--- src/rtl/fvmt_pkg.sv ---
// ----------------------------------------------------------------------------
// fvmt_pkg
// Types and constants shared by the flow volume minute tracker.
// ----------------------------------------------------------------------------
package fvmt_pkg;

  localparam int FLOW_W = 18;
  localparam int SUM_W  = FLOW_W + 1;
  localparam int TIME_W = 32;
  localparam int VOL_W  = 40;
  localparam int MV_W   = 46;
  localparam int CNT_W  = 7;

  // dt * (f0 + f1): 33-bit signed times 19-bit signed
  localparam int PROD_W = TIME_W + 1 + SUM_W;
  localparam int DIV_D  = 120;
  localparam int REM_W  = 7;

  // divide by 120 in 13-bit digits, one digit per cycle
  localparam int CHUNK_W   = 13;
  localparam int DIV_STEPS = PROD_W / CHUNK_W;
  localparam int STEP_W    = $clog2(DIV_STEPS);
  localparam int DIG_W     = CHUNK_W + REM_W;

  // floor(v / 120) = (v * ceil(2^27 / 120)) >> 27 for v < 120 * 2^13
  localparam int RECIP_SH = 27;
  localparam int RECIP_W  = 21;
  localparam int MPROD_W  = DIG_W + RECIP_W;
  localparam logic [RECIP_W-1:0] RECIP_M =
    RECIP_W'((2**RECIP_SH + DIV_D - 1) / DIV_D);
  localparam logic [DIG_W-1:0]   DIV_DIG = DIG_W'(DIV_D);

  // Bias that makes the dividend non-negative; 120 * 2^44 is zero mod 2^40,
  // so the low quotient bits add straight into the volume.
  localparam logic [PROD_W-1:0] DIV_BIAS = PROD_W'(DIV_D) << 44;

  localparam logic [STEP_W-1:0] LAST_STEP = STEP_W'(DIV_STEPS - 1);

  localparam logic [TIME_W-1:0] WINDOW_RST = TIME_W'(60000);

  localparam logic OP_SAMPLE = 1'b0;
  localparam logic OP_BREATH = 1'b1;

  typedef enum logic [1:0] {
    T_IDLE,
    T_INTEG,
    T_RING,
    T_OUT
  } top_state_t;

  typedef enum logic [2:0] {
    I_IDLE,
    I_MUL,
    I_BIAS,
    I_DIV,
    I_ACC,
    I_DONE
  } integ_state_t;

  typedef enum logic [1:0] {
    R_IDLE,
    R_SCAN,
    R_LAST,
    R_DONE
  } ring_state_t;

endpackage

--- src/rtl/fvmt_integ.sv ---
// ----------------------------------------------------------------------------
// fvmt_integ
// Trapezoidal integrator: multiply, bias, floor divide by 120 in 13-bit
// digits by reciprocal multiply, accumulate into the 40-bit volume.
// ----------------------------------------------------------------------------
module fvmt_integ (
  input  logic                       clk,
  input  logic                       rst_n,
  input  logic                       start,
  input  logic signed [fvmt_pkg::FLOW_W-1:0] flow,
  input  logic [fvmt_pkg::TIME_W-1:0] time_ms,
  output logic                       done,
  output logic [fvmt_pkg::VOL_W-1:0]  volume_r,
  output logic [fvmt_pkg::TIME_W-1:0] prev_time_r
);

  import fvmt_pkg::*;

  integ_state_t state_r, state_nxt;

  logic signed [FLOW_W-1:0] prev_flow_r;
  logic [TIME_W-1:0]        dt_r;
  logic signed [SUM_W-1:0]  sum_r;
  logic signed [PROD_W-1:0] prod_r;
  logic [PROD_W-1:0]        dvd_r;
  logic [REM_W-1:0]         rem_r;
  logic [VOL_W-1:0]         quo_r;
  logic [STEP_W-1:0]        step_r;

  logic [DIG_W-1:0]         digit;
  logic [MPROD_W-1:0]       recip_prod;
  logic [CHUNK_W-1:0]       qdig;
  logic [DIG_W-1:0]         rem_full;

  assign digit      = {rem_r, dvd_r[PROD_W-1 -: CHUNK_W]};
  assign recip_prod = MPROD_W'(digit) * MPROD_W'(RECIP_M);
  assign qdig       = CHUNK_W'(recip_prod >> RECIP_SH);
  assign rem_full   = digit - DIG_W'(qdig) * DIV_DIG;

  always_comb begin
    state_nxt = state_r;
    unique case (state_r)
      I_IDLE: if (start) state_nxt = I_MUL;
      I_MUL:  state_nxt = I_BIAS;
      I_BIAS: state_nxt = I_DIV;
      I_DIV:  if (step_r == LAST_STEP) state_nxt = I_ACC;
      I_ACC:  state_nxt = I_DONE;
      I_DONE: state_nxt = I_IDLE;
      default: state_nxt = I_IDLE;
    endcase
  end

  always_comb begin
    done = (state_r == I_DONE);
  end

  always_ff @(posedge clk) begin
    if (!rst_n) begin
      state_r     <= I_IDLE;
      prev_flow_r <= '0;
      prev_time_r <= '0;
      volume_r    <= '0;
    end else begin
      state_r <= state_nxt;
      if (state_r == I_IDLE && start) begin
        prev_flow_r <= flow;
        prev_time_r <= time_ms;
      end
      if (state_r == I_ACC) begin
        volume_r <= volume_r + quo_r;
      end
    end
  end

  always_ff @(posedge clk) begin
    if (state_r == I_IDLE && start) begin
      dt_r  <= time_ms - prev_time_r;
      sum_r <= SUM_W'(prev_flow_r) + SUM_W'(flow);
    end
    if (state_r == I_MUL) begin
      prod_r <= PROD_W'($signed({1'b0, dt_r})) * PROD_W'(sum_r);
    end
    if (state_r == I_BIAS) begin
      dvd_r  <= prod_r + DIV_BIAS;
      rem_r  <= '0;
      step_r <= '0;
    end
    if (state_r == I_DIV) begin
      dvd_r  <= {dvd_r[PROD_W-CHUNK_W-1:0], CHUNK_W'(0)};
      rem_r  <= REM_W'(rem_full);
      quo_r  <= {quo_r[VOL_W-CHUNK_W-1:0], qdig};
      step_r <= step_r + 1'b1;
    end
  end

endmodule

--- config.mk ---
export PLATFORM = sky130hd
export DESIGN_NAME = fvmt_integ
export DESIGN_NICKNAME = d
export VERILOG_FILES = /design/src/rtl/fvmt_pkg.sv /design/src/rtl/fvmt_integ.sv
export SDC_FILE = /design/constraint.sdc
export NUM_CORES = 2
export LEC_CHECK = 0
export ABC_CLOCK_PERIOD_IN_PS = 14840
export BUFFER_PORTS_ARGS = -buffer_cell sky130_fd_sc_hd__buf_2
export CELL_PAD_IN_SITES_DETAIL_PLACEMENT = 1
export CELL_PAD_IN_SITES_GLOBAL_PLACEMENT = 1
export CORE_MARGIN = 4
export CORE_UTILIZATION = 25
export CTS_BUF_LIST = sky130_fd_sc_hd__clkbuf_8
export CTS_CLUSTER_DIAMETER = 40
export CTS_CLUSTER_SIZE = 8
export DETAILED_ROUTE_END_ITERATION = 12
export PLACE_DENSITY = 0.46
export SLEW_MARGIN = 20
export SYNTH_ARGS = -nofsm -noshare
export SYNTH_HDL_FRONTEND = slang
export SYNTH_SLANG_ARGS = --single-unit
--- constraint.sdc ---
create_clock -name clk -period 14.84 [get_ports clk]
set_input_delay 0.742 -clock clk [delete_from_list [all_inputs] [get_ports clk]]
set_output_delay 0.742 -clock clk [all_outputs]
set_load 0.02 [all_outputs]
==> results.json <==
{
  "syn_inst": 3917,
  "synth-async-reset-ratio": 0,
  "ant_nets": 0,
  "critPathMaxStageDelay_ps": 980,
  "fin_crit_sh": 0.5031,
  "grt_pass1_vias": 30531,
  "maxCapViolCount": 0,
  "ys_types": 78,
  "vias_per_cell": 4.448,
  "worstMarginPinSlew_ps": 1066,
  "dr.pass1.iters": 4,
  "hold_start": "time_ms[14]",
  "cts_tree": "yes",
  "endpoint_kind": "register",
  "synth_seq_area_share": 0.2095,
  "cts_buffer_depth": 3,
  "drive_gt1_frac": 0.07485,
  "htreeDepth": 3,
  "timing.critical_path.mode_cell": "fa_1",
  "drc": 0,
  "dp_hpwl_mm": 85.45,
  "antenna_found_initial": 3,
  "coreArea_um2": 148400,
  "layout.area.seq_um2": 7858,
  "routed_wl_mm": 111.6,
  "gp_congestion": 0.7636,
  "path_class": "reg2reg",
  "routedWlPerCell_um": 18.44,
  "crit_arrival_ps": 7920,
  "path_max_fanout": 19,
  "r2r.worst_path.cells": 22,
  "synth_ff_type": "edfxtp_1",
  "syn_area_per_cell_um2": 9.575,
  "vias": 26921,
  "finClkSkew_ps": 51.13,
  "status": "completed",
  "cts_buffers": 66,
  "io_buffer_count": 125,
  "holdCritPathClass": "in2reg",
  "grt_max_degree": 71,
  "ios": 126,
  "clock_latency_ps": 730,
  "syn2layout_area_growth_pct": 11.50,
  "crit_path_cell_trace": "nand2_1 > fa_1 > inv_1 > fa_1 > inv_1 > fa_1 > inv_1 > fa_1 > fa_1 > fa_1 > fa_1 > ha_1 > a21o_1 > a31oi_1 > nor3_1 > a211oi_1 > a21oi_1 > o21ai_1 > a31oi_1 > a21oi_1 > a41oi_1 > xnor2_1",
  "cts_resized": 0,
  "die_h_um": 395.3,
  "r2r_slack_ps": 7370,
  "timing.setup.tns_ps": 0,
  "synth_nets": 4934,
  "r2r-start": "dt_r[5]$_DFFE_PP_",
  "overflow": 0,
  "cp-start-kind": "register",
  "dieArea_um2": 156300,
  "grt_usage": 0.1452,
  "first_iter_violations": 983,
  "rr_endpoint": "prod_r[51]$_DFFE_PP_",
  "period_minus_slack_ps": 7466,
  "max_freq_mhz": 133.9,
  "setup_viol_count_final": 0,
  "multi_input_area_um2": 26500,
  "slew_headroom": 0.2708,
  "crit_end": "prod_r[51]$_DFFE_PP_",
  "nNetsFinal": 5012,
  "grt_pass1_wl_mm": 178.6,
  "syn_area_um2": 37500,
  "worstPathRequired_ps": 15290,
  "crit_slowest_cell": "edfxtp_1",
  "clkTransAtPathRegs_ps": 60,
  "fp-row-count": 141,
  "nFillCells": 17063,
  "cts_setup_buffers": 0,
  "ys_ff_latch": 297,
  "synth_edf_count": 191,
  "synth_warnings": 0,
  "drv_slew": 0,
  "crit_start": "dt_r[5]$_DFFE_PP_",
  "rsz0062_at_grt": "no",
  "die_x_um": 395.3,
  "hold_violations": 0,
  "hold_buffers": 0,
  "cts-root-buf": "clkbuf_8",
  "cts.sinks": 297,
  "start_util": 0.2528
}
synth_stat cells, types with 7 or more instances:
cell type,number,area (um^2)
and2_1,296,1852
nand2b_1,22,137.6
o211ai_1,13,97.59
inv_1,674,2530
nor2_1,84,315.3
nor3_1,19,95.09
nor2b_1,50,312.8
o31a_1,7,61.31
a22o_1,34,297.8
xor2_1,35,306.5
a211oi_1,14,105.1
a31oi_1,13,81.33
or3_1,18,112.6
dfxtp_1,106,2122
fa_1,547,10950
o31ai_1,8,60.06
clkbuf_1,150,563.0
a211o_1,8,70.07
ha_1,417,5218
nand3_1,41,205.2
or2_2,7,43.79
o21bai_1,15,112.6
edfxtp_1,191,5736
o21ai_0,63,315.3
nand2_1,536,2012
o21ai_1,13,65.06
a21oi_1,212,1061
nand4_1,18,112.6
and3_1,18,112.6
a21o_1,72,540.5
xnor2_1,99,867.1
o21a_1,26,195.2
worst min path at each step:
stage / to / slack, ps / cells past startpoint
after floorplan: quo_r[13]$_DFFE_PP_ / 430 / 0
after CTS: prev_time_r[14]$_SDFFE_PN0P_ / 200 / 3
after global placement: quo_r[20]$_DFFE_PP_ / 440 / 0
final: prev_time_r[14]$_SDFFE_PN0P_ / 290 / 3
after detailed placement: quo_r[20]$_DFFE_PP_ / 440 / 0
after global routing: prev_time_r[17]$_SDFFE_PN0P_ / 220 / 3
per-layer routing:
layer	global-route usage	wire, um	vias up
met5	0	0	-
met4	0.02869	1754	0
met3	0.01890	3001	101
met2	0.2397	51710	266
met1	0.2042	55150	13857
li1	-	-	12697
cell families (layout without fill, tap and decap cells):
logic type      count (synthesis)  after routing  share of synthesized area
xor+xnor                      134            134                    0.03129
mux                             5              5                   0.001335
other cells                     0              3                          0
buf+inv                       837            968                    0.08431
flops                         297            297                     0.2095
simple gates                 1126           1126                     0.1458
compound gates                554            554                    0.09662
fa+ha+maj                     964            964                     0.4311
cells in the final DEF, fill, tap and decap left out, drive strengths merged, types with 76 or more instances in the layout:
| cell | netlist | layout |
|---|---|---|
| nor2 | 84 | 84 |
| edfxtp | 191 | 191 |
| a21oi | 213 | 213 |
| inv | 675 | 696 |
| buf | 9 | 171 |
| xnor2 | 99 | 99 |
| and2 | 296 | 296 |
| ha | 417 | 417 |
| nand2 | 536 | 536 |
| fa | 547 | 547 |
| dfxtp | 106 | 106 |
| o21ai | 76 | 76 |
sequential cells by signal, indices dropped and copies added, names as in the netlist:
name         flops
volume_r        40
prod_r          52
quo_r           40
rem_r            7
dt_r            32
state_r          3
prev_time_r     32
step_r           2
sum_r           19
prev_flow_r     18
dvd_r           52
worst max-delay path: cells and delay by family (launching register included):
family	cells	cell delay [ps]
AOI/OAI and AO/OA	8	1900
xor gates and xnor gates	1	150
adders and majority gates	8	3770
buffers and inverters	3	160
DFF	1	980
and+or+nand+nor	2	220
through the flow:
stage / worst slack (ps) / utilization / std cells / hold slack [ps] / cell area, um^2
finish: 7374 / 0.2818 / 6053 / 286.2 / 41820
detailed placement: 7259 / 0.2721 / 5929 / 444.1 / 40370
global route: 6769 / 0.2818 / 6051 / 221.8 / 41810
CTS: 7266 / 0.2818 / 6050 / 202.3 / 41810
floorplan: 8378 / - / 3917 / 430.7 / 37500
global placement: 7280 / 0.2721 / 5929 / 437.6 / 40370
area by class of cell:
type                    count  share of cell area
diodes                      3           0.0001795
clock buffers              70             0.02304
clock inverters            51             0.01128
inverters                 676             0.06080
multi-input cells        2783              0.6337
flip-flops and latches    297              0.1879
well taps                2002             0.05990
repair buffers            171             0.02322
Power is not shown: default switching activity piles up to over one toggle a cycle in this logic, so the estimate is an artifact.
